**config.mk**
```make
export PLATFORM = sky130hd
export DESIGN_NAME = bpmc_queue
export DESIGN_NICKNAME = d
export VERILOG_FILES = /design/src/design/bpmc_pkg.sv /design/src/design/bpmc_queue.sv
export SDC_FILE = /design/constraint.sdc
export NUM_CORES = 1
export LEC_CHECK = 0
export CAP_MARGIN = 5
export CORE_MARGIN = 1
export CORE_UTILIZATION = 50
export CTS_CLUSTER_DIAMETER = 50
export DETAILED_ROUTE_END_ITERATION = 7
export DONT_BUFFER_PORTS = 1
export HOLD_SLACK_MARGIN = 0.03
export PLACE_DENSITY = 0.68
export SYNTH_ARGS = -nofsm -noshare
export SYNTH_HDL_FRONTEND = slang
export SYNTH_SLANG_ARGS = --single-unit
```
**constraint.sdc**
```tcl
create_clock -name clk -period 11.9 [get_ports clk]
set_clock_uncertainty 0.1 [all_clocks]
set_input_delay 1.19 -clock clk [delete_from_list [all_inputs] [get_ports clk]]
set_output_delay 1.19 -clock clk [all_outputs]
set_load 0.01 [all_outputs]
```
**src/design/bpmc_pkg.sv**
```systemverilog
// ----------------------------------------------------------------------------
// bpmc_pkg
// Shared types and constants of the bad pixel median corrector.
// ----------------------------------------------------------------------------
package bpmc_pkg;

	// default build values
	localparam int MAX_WIDTH_DEF  = 1024;
	localparam int PIXEL_BITS_DEF = 16;

	// fixed field widths
	localparam int FIELD_BITS    = 16;
	localparam int FW_BITS       = 11;
	localparam int CFG_IDX_BITS  = 2;
	localparam int CFG_DATA_BITS = 16;

	// register reset values
	localparam logic [FW_BITS-1:0]    FW_RESET    = 11'd640;
	localparam logic [FIELD_BITS-1:0] FH_RESET    = 16'd512;
	localparam logic [FIELD_BITS-1:0] FLOOR_RESET = 16'd0;

	// jobs allowed between classification and output (queue depth too)
	localparam int JOB_SLOTS = 8;

	// 3x3 window taps, row major, center in the middle
	localparam int TAPS       = 9;
	localparam int CENTER_TAP = 4;

	typedef enum logic [CFG_IDX_BITS-1:0] {
		REG_FRAME_WIDTH  = 2'd0,
		REG_FRAME_HEIGHT = 2'd1,
		REG_FLOOR_VALUE  = 2'd2
	} cfg_reg_t;

	typedef enum logic {
		KIND_PIXEL = 1'b0,
		KIND_FLUSH = 1'b1
	} item_kind_t;

	// one output to be produced: where its center sits and the frame geometry
	// hist: outputs issued before this one since reset (saturating)
	typedef struct packed {
		logic [FIELD_BITS-1:0] base;
		logic [FIELD_BITS-1:0] pend;
		logic [FIELD_BITS-1:0] hist;
		logic [FIELD_BITS-1:0] row;
		logic [FIELD_BITS-1:0] col;
		logic [FIELD_BITS-1:0] width;
		logic [FIELD_BITS-1:0] height;
		logic                  last;
	} job_t;

endpackage

```
**src/design/bpmc_queue.sv**
```systemverilog
// ----------------------------------------------------------------------------
// bpmc_queue
// Small job FIFO between front and back.
// ----------------------------------------------------------------------------
module bpmc_queue #(
	parameter int DEPTH = bpmc_pkg::JOB_SLOTS
) (
	input  logic           clk,
	input  logic           arst_n,
	input  logic           push,
	input  bpmc_pkg::job_t din,
	input  logic           pop,
	output bpmc_pkg::job_t dout,
	output logic           not_empty
);

	localparam int PTW = $clog2(DEPTH);
	localparam int CNW = $clog2(DEPTH + 1);

	bpmc_pkg::job_t slot_q [DEPTH];
	logic [PTW-1:0] wp_q, rp_q;
	logic [CNW-1:0] cnt_q;
	logic           do_pop;

	assign not_empty = (cnt_q != '0);
	assign do_pop    = pop && not_empty;
	assign dout      = slot_q[rp_q];

	// storage
	always_ff @(posedge clk) begin
		if (push) slot_q[wp_q] <= din;
	end

	// pointers
	always_ff @(posedge clk or negedge arst_n) begin
		if (!arst_n) begin
			wp_q  <= '0;
			rp_q  <= '0;
			cnt_q <= '0;
		end else begin
			if (push) wp_q <= (wp_q == PTW'(DEPTH - 1)) ? '0 : wp_q + PTW'(1);
			if (do_pop) rp_q <= (rp_q == PTW'(DEPTH - 1)) ? '0 : rp_q + PTW'(1);
			case ({push, do_pop})
				2'b10:   cnt_q <= cnt_q + CNW'(1);
				2'b01:   cnt_q <= cnt_q - CNW'(1);
				default: cnt_q <= cnt_q;
			endcase
		end
	end

endmodule

```
==> results.toml <==
[clocking]
cts.sinks = 914
cts_tree = "yes"
h_tree_depth = 3
cts_hold_repair.buffers = 0
path_clk_slew_ns = 0.06
cts_max_path_bufs = 3
cts_root_buf = "clkbuf_16"
cts-buffers-inserted = 98
number_of_setup_buffers_added_after_cts = 0
source_to_sink_clock_delay_at_the_later_pin_of_the_worst_skew_pair_ns = 0.63
number_of_cells_upsized_or_downsized_after_cts = 0

[routing]
detail_route.wirelength_mm = 65.9
dr.first_iter.drc_count = 847
detail_route.first_pass.iterations = 5
avgRoutedWirePerCell_um = 27.1
route.antenna.remaining_nets = 0
drc_markers = 0
detailroute.via_count = 14249
detail_route.vias_per_cell = 5.85

[worst_hold_path]
worst_min_delay_path_class = "input pin to asynchronous set/reset pin"

[placement]
dpl-instance-area_mm2 = 0.0361
hpwl_mm = 34.2
finalWeightedCongestion = 0.691
worst_slack_at_placement_ns = 7.29
portBuffers = 0
place.detailed.instances = 2260

[logic_synthesis]
ys_types = 31
mapped_cells = 1369
synth_seq_cells = 914
syn-mean-instance-area_um2 = 25.7
postSynthNetCount = 1493
ys_seq_area_share_pct = 77.9
syn_area_mm2 = 0.0352
synth_warnings = 0

[final_layout]
post_route_cells_drive_above_1_share_pct = 25.9
area_growth_syn_to_layout_pct = 11.3
antenna-diode-count = 0
layout.cells.most_common_list = "904 x edfxtp_1, 132 x mux4_1, 120 x mux2_2"
layout.cells.most_common = "edfxtp_1"
postLayoutCellArea_mm2 = 0.0392
final_cell_count_no_fill = 2434
nets = 1553
finish.utilization_pct = 56.7

[sta]
fin_crit_ns = 5.16
worstMarginPinSlew_ns = 1.19
final_max_slew_viol_count = 0
final_hold_viol_count = 0
grt_setup_unrepaired = "false"
finalSetupViolCount = 0
fin_worst_hold_slack_ns = 0.149
slew_headroom_pct = 20.3
setup_tns_ns = 0
final_min_period_over_clock_period_pct = 43.4
achievable-frequency_ghz = 0.194
timing.final.ws_setup_ns = 6.74

[setup_path]
worstSetupStartpointType = "flip-flop"
timing.critical_path.arrival_ns = 3.87
worst_setup_path_end_kind = "output port"
critPathRequiredTime_ns = 10.61
list_of_cells_traversed_by_the_critical_path = "buf_4 -> buf_4 -> mux4_1 -> mux2_2"
crit_family = "buffers and inverters"
critPathBufInv = 2
critPathSlowestCell = "dfrtp_4"
most_common_cell_type_on_the_critical_path = "buf_4"
critical-path-max-stage-delay_ns = 0.88
worst-path-max-fanout = 70
type_of_the_worst_setup_path = "flip-flop to output port"

[run_status]
status = "completed"

[power]
net-switching-power_mw = 2.69
seqPwrFrac_pct = 44.3
clock_power_share_pct = 30.2
leakagePower_nw = 12.5
finalPower_mw = 9.52
p_comb_share_pct = 25.4
p_int_mw = 6.82
power_per_cell_area_mw_per_mm2 = 243
peakVddDrop_uv = 221
power.switching_fraction_pct = 28.3

[floorplanning]
floorplan.die.height_um = 267
die_w_um = 267
floorplan.die_area_mm2 = 0.0714
io_pins = 231
floorplan_core_area_mm2 = 0.0691
starting_utilization_of_the_core_area_pct = 50.9
floorplan.rows = 96

[grt]
antenna_found_initial = 0
grt_first_pass_wirelength_mm = 97.6
grt_overflow_total = 0
maximum_number_of_pins_on_one_net_before_global_route_repair = 134
grt_util_all_layers_pct = 18.8
first_global_vias = 15329

[job]
cap_violations = 0
-- cells in the mapped netlist --
cell type / count / area share, %
xnor2_1: 2 / 0.050
nor3_1: 2 / 0.028
mux4_2: 94 / 6.0
nand2_1: 3 / 0.032
mux4_1: 132 / 9.9
a21oi_1: 1 / 0.014
edfxtp_1: 904 / 77
mux2i_1: 1 / 0.028
nand3b_1: 1 / 0.021
nor2_1: 9 / 0.096
o41ai_1: 1 / 0.025
buf_1: 10 / 0.11
a21o_1: 1 / 0.021
inv_1: 4 / 0.043
a2111oi_0: 1 / 0.025
buf_8: 18 / 0.77
o21a_1: 1 / 0.021
buf_12: 3 / 0.17
or4_1: 2 / 0.043
dfrtp_1: 10 / 0.71
mux2_2: 120 / 3.8
or3b_2: 1 / 0.025
or4b_2: 1 / 0.028
xor2_1: 1 / 0.025
nor2b_1: 1 / 0.018
nand2b_1: 3 / 0.053
o221ai_1: 1 / 0.025
clkbuf_1: 16 / 0.17
ha_1: 7 / 0.25
buf_2: 13 / 0.18
buf_6: 5 / 0.16
-- kinds of logic (layout without fill, tap and decap cells) --
logic type | count (synthesis) | count (layout) | share of synthesized area [%]
DFF | 914 | 914 | 77.9
muxes | 347 | 347 | 19.7
buffers and inverters | 69 | 203 | 1.60
and+or+nand+nor | 23 | 23 | 0.345
adders and majority gates | 7 | 7 | 0.249
AOI/OAI and AO/OA | 6 | 6 | 0.132
xor gates and xnor gates | 3 | 3 | 0.0747
-- power groups by stage --
stage	Combinational, mW	Clock [mW]	Sequential (mW)
floorplan	2.03	0	4.26
global placement	2.47	0	4.26
detailed placement	2.48	0	4.29
CTS	2.49	2.94	4.23
global route	2.59	3.07	4.26
finish	2.42	2.88	4.22
-- worst paths after layout --
| check | startpoint | endpoint | slack (ns) | cells past startpoint |
|---|---|---|---|---|
| min in group clk | cnt_q[0] | cnt_q[0] | 0.46 | 1 |
| max in group asynchronous | arst_n | rp_q[0] | 11.47 | 0 |
| worst min-delay path | arst_n | wp_q[0] | 0.15 | 0 |
| worst max-delay path | rp_q[1] | dout[68] | 6.74 | 4 |
| worst min register to register | cnt_q[0] | cnt_q[0] | 0.46 | 1 |
| worst max register to register | wp_q[1] | slot_q[1][18] | 8.24 | 4 |
-- metal layers --
| metal | GRT usage [%] | share of wire (%) | up-vias |
|---|---|---|---|
| met5 | 0 | 0 | - |
| met1 | 23.4 | 40 | 7673 |
| met3 | 5.98 | 7.7 | 89 |
| met4 | 5.31 | 1.8 | 0 |
| li1 | - | - | 6150 |
| met2 | 31.6 | 51 | 337 |
-- registers in the layout, indices dropped and copies added, names as in the netlist --
name    count
rp_q        3
wp_q        3
slot_q    904
cnt_q       4
-- area by class of cell --
| cell class | instances | area, µm² |
|---|---|---|
| inverters | 4 | 15.0 |
| clock inverters | 57 | 553 |
| well taps | 931 | 1160 |
| repair buffers | 25 | 213 |
| clock buffers | 117 | 2520 |
| multi-input cells | 386 | 7280 |
| fillers | 4910 | 29900 |
| flip-flops and latches | 914 | 27400 |
-- worst register-to-register path, delay by kind of cell, from the launching register on --
| kind | cells | cell delay, ns |
|---|---|---|
| flip-flops | 1 | 0.40 |
| buffers and inverters | 2 | 1.55 |
| AND/OR/NAND/NOR | 2 | 1.21 |
Note: power is estimated with default switching activity, not from simulation.
