**src/design/bpmc_pkg.sv**
```systemverilog
// ----------------------------------------------------------------------------
// bpmc_pkg
// Shared types and constants of the bad pixel median corrector.
// ----------------------------------------------------------------------------
package bpmc_pkg;

	// default build values
	localparam int MAX_WIDTH_DEF  = 1024;
	localparam int PIXEL_BITS_DEF = 16;

	// fixed field widths
	localparam int FIELD_BITS    = 16;
	localparam int FW_BITS       = 11;
	localparam int CFG_IDX_BITS  = 2;
	localparam int CFG_DATA_BITS = 16;

	// register reset values
	localparam logic [FW_BITS-1:0]    FW_RESET    = 11'd640;
	localparam logic [FIELD_BITS-1:0] FH_RESET    = 16'd512;
	localparam logic [FIELD_BITS-1:0] FLOOR_RESET = 16'd0;

	// jobs allowed between classification and output (queue depth too)
	localparam int JOB_SLOTS = 8;

	// 3x3 window taps, row major, center in the middle
	localparam int TAPS       = 9;
	localparam int CENTER_TAP = 4;

	typedef enum logic [CFG_IDX_BITS-1:0] {
		REG_FRAME_WIDTH  = 2'd0,
		REG_FRAME_HEIGHT = 2'd1,
		REG_FLOOR_VALUE  = 2'd2
	} cfg_reg_t;

	typedef enum logic {
		KIND_PIXEL = 1'b0,
		KIND_FLUSH = 1'b1
	} item_kind_t;

	// one output to be produced: where its center sits and the frame geometry
	// hist: outputs issued before this one since reset (saturating)
	typedef struct packed {
		logic [FIELD_BITS-1:0] base;
		logic [FIELD_BITS-1:0] pend;
		logic [FIELD_BITS-1:0] hist;
		logic [FIELD_BITS-1:0] row;
		logic [FIELD_BITS-1:0] col;
		logic [FIELD_BITS-1:0] width;
		logic [FIELD_BITS-1:0] height;
		logic                  last;
	} job_t;

endpackage

```
**src/design/bpmc_if.sv**
```systemverilog
// ----------------------------------------------------------------------------
// bpmc_in_if / bpmc_out_if
// Valid/ready channels for pixel beats in and corrected pixel beats out.
// ----------------------------------------------------------------------------
interface bpmc_in_if;
	logic        valid;
	logic        ready;
	logic        kind;
	logic [15:0] pixel_in;
	logic        is_bad;

	modport source (output valid, kind, pixel_in, is_bad, input ready);
	modport sink   (input valid, kind, pixel_in, is_bad, output ready);
endinterface


```
**src/design/bpmc_front.sv**
```systemverilog
// ----------------------------------------------------------------------------
// bpmc_front
// Accepts beats, writes pixels to the ring, decides which beat releases an
// output and issues a job for it with the output position.
// ----------------------------------------------------------------------------
module bpmc_front #(
	parameter int MAX_WIDTH  = bpmc_pkg::MAX_WIDTH_DEF,
	parameter int PIXEL_BITS = bpmc_pkg::PIXEL_BITS_DEF,
	parameter int RING_DEPTH = 2 * bpmc_pkg::MAX_WIDTH_DEF + 4 + 2 * bpmc_pkg::JOB_SLOTS,
	localparam int AW = $clog2(RING_DEPTH),
	localparam int DW = PIXEL_BITS + 1
) (
	input  logic                  clk,
	input  logic                  arst_n,
	bpmc_in_if.sink               pix_in,
	input  logic [10:0]           frame_width,
	input  logic [15:0]           frame_height,
	input  logic                  out_beat,
	output logic                  job_push,
	output bpmc_pkg::job_t        job,
	output logic                  mem_we,
	output logic [AW-1:0]         mem_wa,
	output logic [DW-1:0]         mem_wd
);

	localparam int CW = $clog2(MAX_WIDTH);
	localparam int PW = $clog2(MAX_WIDTH + 3);
	localparam int IW = $clog2(bpmc_pkg::JOB_SLOTS + 1);

	logic [AW-1:0] wr_q, base_q;
	logic [PW-1:0] pend_q, pend_d;
	logic [CW-1:0] col_q;
	logic [15:0]   row_q;
	logic [15:0]   hist_q;
	logic [IW-1:0] inflight_q;

	logic [15:0] w_eff, h_eff, fw16, pend16, pinc;
	logic        is_flush, emit, fire;

	// effective geometry
	assign fw16 = 16'(frame_width);
	always_comb begin
		if (frame_width == '0) begin
			w_eff = 16'd1;
		end else if (fw16 > 16'(MAX_WIDTH)) begin
			w_eff = 16'(MAX_WIDTH);
		end else begin
			w_eff = fw16;
		end
	end
	assign h_eff = (frame_height == '0) ? 16'd1 : frame_height;

	// classify the beat
	assign is_flush = (pix_in.kind == bpmc_pkg::KIND_FLUSH);
	assign pend16   = 16'(pend_q);
	assign pinc     = pend16 + 16'd1;
	assign emit     = is_flush ? (pend_q != '0) : ({1'b0, pinc} > ({1'b0, w_eff} + 17'd1));
	assign fire     = pix_in.valid && pix_in.ready;
	assign pix_in.ready = (inflight_q < IW'(bpmc_pkg::JOB_SLOTS));
	assign job_push = fire && emit;

	// ring write
	assign mem_we = fire && !is_flush;
	assign mem_wa = wr_q;
	assign mem_wd = {pix_in.is_bad, pix_in.pixel_in[PIXEL_BITS-1:0]};

	// job contents
	always_comb begin
		job.base   = 16'(base_q);
		job.pend   = is_flush ? pend16 : pinc;
		job.hist   = hist_q;
		job.row    = row_q;
		job.col    = 16'(col_q);
		job.width  = w_eff;
		job.height = h_eff;
		job.last   = (row_q == h_eff - 16'd1) && (16'(col_q) == w_eff - 16'd1);
	end

	// pending count update
	always_comb begin
		pend_d = pend_q;
		if (fire) begin
			if (is_flush) begin
				if (emit) pend_d = pend_q - PW'(1);
			end else if (!emit) begin
				pend_d = pend_q + PW'(1);
			end
		end
	end

	// pointers, output position and count of issued outputs
	always_ff @(posedge clk or negedge arst_n) begin
		if (!arst_n) begin
			wr_q   <= '0;
			base_q <= '0;
			pend_q <= '0;
			col_q  <= '0;
			row_q  <= '0;
			hist_q <= '0;
		end else begin
			pend_q <= pend_d;
			if (mem_we) begin
				wr_q <= (wr_q == AW'(RING_DEPTH - 1)) ? '0 : wr_q + AW'(1);
			end
			if (job_push) begin
				base_q <= (base_q == AW'(RING_DEPTH - 1)) ? '0 : base_q + AW'(1);
				if (hist_q != '1) hist_q <= hist_q + 16'd1;
				if (({1'b0, 16'(col_q)} + 17'd1) >= {1'b0, w_eff}) begin
					col_q <= '0;
					row_q <= (({1'b0, row_q} + 17'd1) >= {1'b0, h_eff}) ? '0 : row_q + 16'd1;
				end else begin
					col_q <= col_q + CW'(1);
				end
			end
		end
	end

	// jobs issued but not yet delivered
	always_ff @(posedge clk or negedge arst_n) begin
		if (!arst_n) begin
			inflight_q <= '0;
		end else begin
			case ({job_push, out_beat})
				2'b10:   inflight_q <= inflight_q + IW'(1);
				2'b01:   inflight_q <= inflight_q - IW'(1);
				default: inflight_q <= inflight_q;
			endcase
		end
	end

endmodule

```
**src/flat_wrapper.sv**
```systemverilog
// flat-port wrapper written by rule: the top's interface ports become plain ports
module bpmc_front_flat 
#(
	parameter int MAX_WIDTH  = bpmc_pkg::MAX_WIDTH_DEF,
	parameter int PIXEL_BITS = bpmc_pkg::PIXEL_BITS_DEF,
	parameter int RING_DEPTH = 2 * bpmc_pkg::MAX_WIDTH_DEF + 4 + 2 * bpmc_pkg::JOB_SLOTS,
	localparam int AW = $clog2(RING_DEPTH),
	localparam int DW = PIXEL_BITS + 1
)
  (clk, arst_n, frame_width, frame_height, out_beat, job_push, job, mem_we, mem_wa, mem_wd, pix_in_valid, pix_in_kind, pix_in_pixel_in, pix_in_is_bad, pix_in_ready);
  bpmc_in_if pix_in_i ();
  input  logic clk;
  input  logic arst_n;
  input  logic [10:0] frame_width;
  input  logic [15:0] frame_height;
  input  logic out_beat;
  output logic job_push;
  output bpmc_pkg::job_t job;
  output logic mem_we;
  output logic [AW-1:0] mem_wa;
  output logic [DW-1:0] mem_wd;
  input wire logic [$bits(pix_in_i.valid)-1:0] pix_in_valid;
  input wire logic [$bits(pix_in_i.kind)-1:0] pix_in_kind;
  input wire logic [$bits(pix_in_i.pixel_in)-1:0] pix_in_pixel_in;
  input wire logic [$bits(pix_in_i.is_bad)-1:0] pix_in_is_bad;
  output wire logic [$bits(pix_in_i.ready)-1:0] pix_in_ready;
  assign pix_in_i.valid = pix_in_valid;
  assign pix_in_i.kind = pix_in_kind;
  assign pix_in_i.pixel_in = pix_in_pixel_in;
  assign pix_in_i.is_bad = pix_in_is_bad;
  assign pix_in_ready = pix_in_i.ready;
  bpmc_front #(.MAX_WIDTH(MAX_WIDTH), .PIXEL_BITS(PIXEL_BITS), .RING_DEPTH(RING_DEPTH)) u_core (.clk(clk), .arst_n(arst_n), .pix_in(pix_in_i), .frame_width(frame_width), .frame_height(frame_height), .out_beat(out_beat), .job_push(job_push), .job(job), .mem_we(mem_we), .mem_wa(mem_wa), .mem_wd(mem_wd));
endmodule
```
**config.mk**
```make
export PLATFORM = sky130hd
export DESIGN_NAME = bpmc_front_flat
export DESIGN_NICKNAME = d
export VERILOG_FILES = /design/src/design/bpmc_pkg.sv /design/src/design/bpmc_if.sv /design/src/design/bpmc_front.sv /design/src/flat_wrapper.sv
export SDC_FILE = /design/constraint.sdc
export NUM_CORES = 1
export LEC_CHECK = 0
export BUFFER_PORTS_ARGS = -buffer_cell sky130_fd_sc_hd__buf_2
export CORE_UTILIZATION = 45
export CTS_CLUSTER_DIAMETER = 100
export CTS_CLUSTER_SIZE = 20
export DETAILED_ROUTE_END_ITERATION = 10
export GPL_ROUTABILITY_DRIVEN = 0
export PLACE_DENSITY = 0.68
export SLEW_MARGIN = 20
export SYNTH_ARGS = -nofsm -noshare
export SYNTH_HDL_FRONTEND = slang
export SYNTH_SLANG_ARGS = --single-unit
```
**constraint.sdc**
```tcl
create_clock -name clk -period 15.4 [get_ports clk]
set_input_delay 3.85 -clock clk [delete_from_list [all_inputs] [get_ports clk]]
set_output_delay 3.85 -clock clk [all_outputs]
set_load 0.01 [all_outputs]
```
==> metrics.txt <==
die area=~17000 um^2; Pre-antenna DRT Iters=6; TNS Setup=0 ps; worst setup path class=input pin to output port; Detail Placement HPWL=13900 um; final hold vios=0; port bufs=between 100 and 150; ANT nets after route=0; register area=about 2000 um^2; vias in the first global route=about 5700; grt ovf=0; DRT Wirelength=18200 um; worst skew pair latency=~350 ps; CTS Buf Count=9; top cells by count, synth=nand2_1, dfrtp_1, xnor2_1; ant diodes=0; initial antenna violation count=0; syn_area_per_cell=approximately 8.2 um^2; largest net degree at the start of global routing=68; Worst setup SP type=input pin; overall power=roughly 990 uW; final setup vio count=0; CTS Sinks=81; Worst Path Required=around 12000 ps; hold depth=1; Register-to-Register Path Depth=18; reg-to-reg startpoint=u_core.pend_q[0]$_DFFE_PN0P_; Synth async-reset ratio=1.00; WHS Endpoint=u_core.hist_q[9]$_DFFE_PN0P_; number of synthesized flops with an enable pin=0; Fillers=approximately 1600; share of layout cells above drive strength 1=0.184; DRC=0; r2r setup slk=between 10000 and 15000 ps; cell with the most instances after synthesis=nand2_1; Die Width=129 um; post-CTS setup buffers=0; Hold Path Class=flip-flop to flip-flop; Crit Path Max Fanout=30; synthesized cell area=approximately 7300 um^2; status=finished, final reports clean; LEAKAGE=about 0.004 uW; RSZ-0062 raised after global routing=false; Max-Cap Viols=0; sequential area share after synthesis=0.277; Root Driver=clkbuf_16; f_max=a little over 0.08 GHz; clock skew=13.3 ps; Initial Utilization=0.460; r2r endpoint=u_core.inflight_q[2]$_DFFE_PN0P_; core area=approximately 16000 um^2; WL/cell=~15 um; Yosys top cell area share=0.277; multi-input logic area=4680 um^2; # IOs=just under 200; row cnt=46; via count=around 6500; Tightest Pin Transition=a little under 900 ps; fin crit period=between 10000 and 15000 ps; nets=about 1100; synth warn=0; die height=~130 um; Rel. slew slack=0.422; pins over their slew limit=0; first-pass GRT wire length=29400 um; fin crit share=0.786; ys flop type=dfrtp_1; Resize count post-CTS=0; Arr. time, crit path=about 8300 ps; Peak VDD IR=around 0.067 mV; top cell type by total area after synthesis=dfrtp_1; cells after synthesis=slightly below 900; largest cells by area after synthesis=dfrtp_1, ha_1, xnor2_1, xor2_1, nand2_1; Worst Setup End Kind=output port; Yosys cell types=73; CTS tree=yes; PwrDens=121 nW/um^2; Reg clk slew, reported paths=~70 ps; Max H-tree Level=3; number of synthesized register bits=81; Bufs on Longest Clock Path=2; Area growth, synth to finish=12.0%; Worst Hold Launch=u_core.hist_q[9]$_DFFE_PN0P_; GRT Util Overall=0.223; hold buffer count at cts=0; Avg Vias per Cell=between 5 and 6; initial DRC count=between 300 and 400
## logic make-up after synthesis
group                    count (synthesis)  synth area share
flip-flops                              81             0.277
other                                    2           0.00103
adder cells (fa/ha/maj)                 63             0.109
XOR/XNOR                               111             0.133
AO/OA/AOI/OAI                          174             0.156
buffers and inverters                  135            0.0914
multiplexers                             5           0.00753
AND/OR/NAND/NOR                        320             0.225
## worst max-delay path by stage
stage	startpoint	slack, ps	endpoint
global placement	frame_width[3]	3480	job_push
floorplan	frame_width[3]	3930	job_push
finish	frame_width[3]	3290	job_push
global route	frame_width[3]	2910	job_push
CTS	frame_width[3]	3290	job_push
detailed placement	frame_width[3]	3330	job_push
## layout by cell type (no fill, tap or decap), types with 4 or more instances in the layout
| cell | instances |
|---|---|
| xnor2_1 | 69 |
| nor2b_1 | 7 |
| and4_1 | 5 |
| o211ai_1 | 7 |
| a31oi_1 | 6 |
| or4_1 | 6 |
| nor4_1 | 8 |
| o21bai_1 | 7 |
| o21ai_0 | 56 |
| buf_2 | 139 |
| dfrtp_1 | 81 |
| nand4_1 | 14 |
| clkbuf_16 | 9 |
| inv_1 | 42 |
| o2bb2ai_1 | 5 |
| ha_1 | 62 |
| xor2_1 | 42 |
| o31ai_1 | 5 |
| a21o_1 | 6 |
| conb_1 | 20 |
| buf_4 | 4 |
| a22o_1 | 7 |
| nand2b_1 | 12 |
| or2_2 | 4 |
| nor3_1 | 17 |
| nor2_1 | 54 |
| or3_1 | 6 |
| and3_1 | 24 |
| nand3_1 | 52 |
| a21oi_1 | 34 |
| nand2_1 | 87 |
| and2_1 | 8 |
## critical path: stages
cell and delay (ps):
buf_2 150, or4_1 620, nor3_2 200, a21oi_1 90, or2_2 310, inv_1 110
ha_1 200, nand3_1 110, nor3_1 350, nand3_1 160, xnor2_1 160, ha_1 320
nand4_1 140, or4_1 520, a2bb2oi_1 150, o211ai_1 120, buf_4 330, inv_2 170
buf_2 180
## layer usage
metal	track usage	up-vias	wire, um
met4	0.0616	0	254
met3	0.0446	19	1110
met1	0.315	3027	8710
met2	0.346	203	8130
li1	-	3245	-
met5	0	-	0
## final cells by class
cell class	count	share of cell area
multi-input combinational	693	0.572
sequential	81	0.248
timing repair buffer	143	0.0887
tap	216	0.0330
clock buffer	9	0.0275
inverter	44	0.0202
clock inverter	7	0.0109
## report_power, final
group / leakage, uW / switching [uW] / internal, uW
logic: 0.00284 / 234 / 189
registers: 0.00108 / 79.6 / 256
clock network: 0.000149 / 99.7 / 129
total: 0.00406 / 413 / 574
## per-stage QoR
stage	area [um^2]	std cells	hold slack (ps)	util	setup WS (ps)
finish	8180	1193	485	0.515	3290
global route	8180	1193	512	0.515	2910
CTS	8180	1193	497	0.515	3290
detailed placement	7870	1177	482	0.495	3330
global placement	7870	1177	480	0.495	3480
floorplan	7380	909	494	-	3930
## flip-flops by register name (all words and copies together), names as in the netlist
signal and cells:
u_core.hist_q 16, u_core.col_q 10, u_core.inflight_q 4, u_core.base_q 12, u_core.row_q 16, u_core.pend_q 11
u_core.mem_wa 12
No activity file was read; power rests on OpenSTA's default activity.
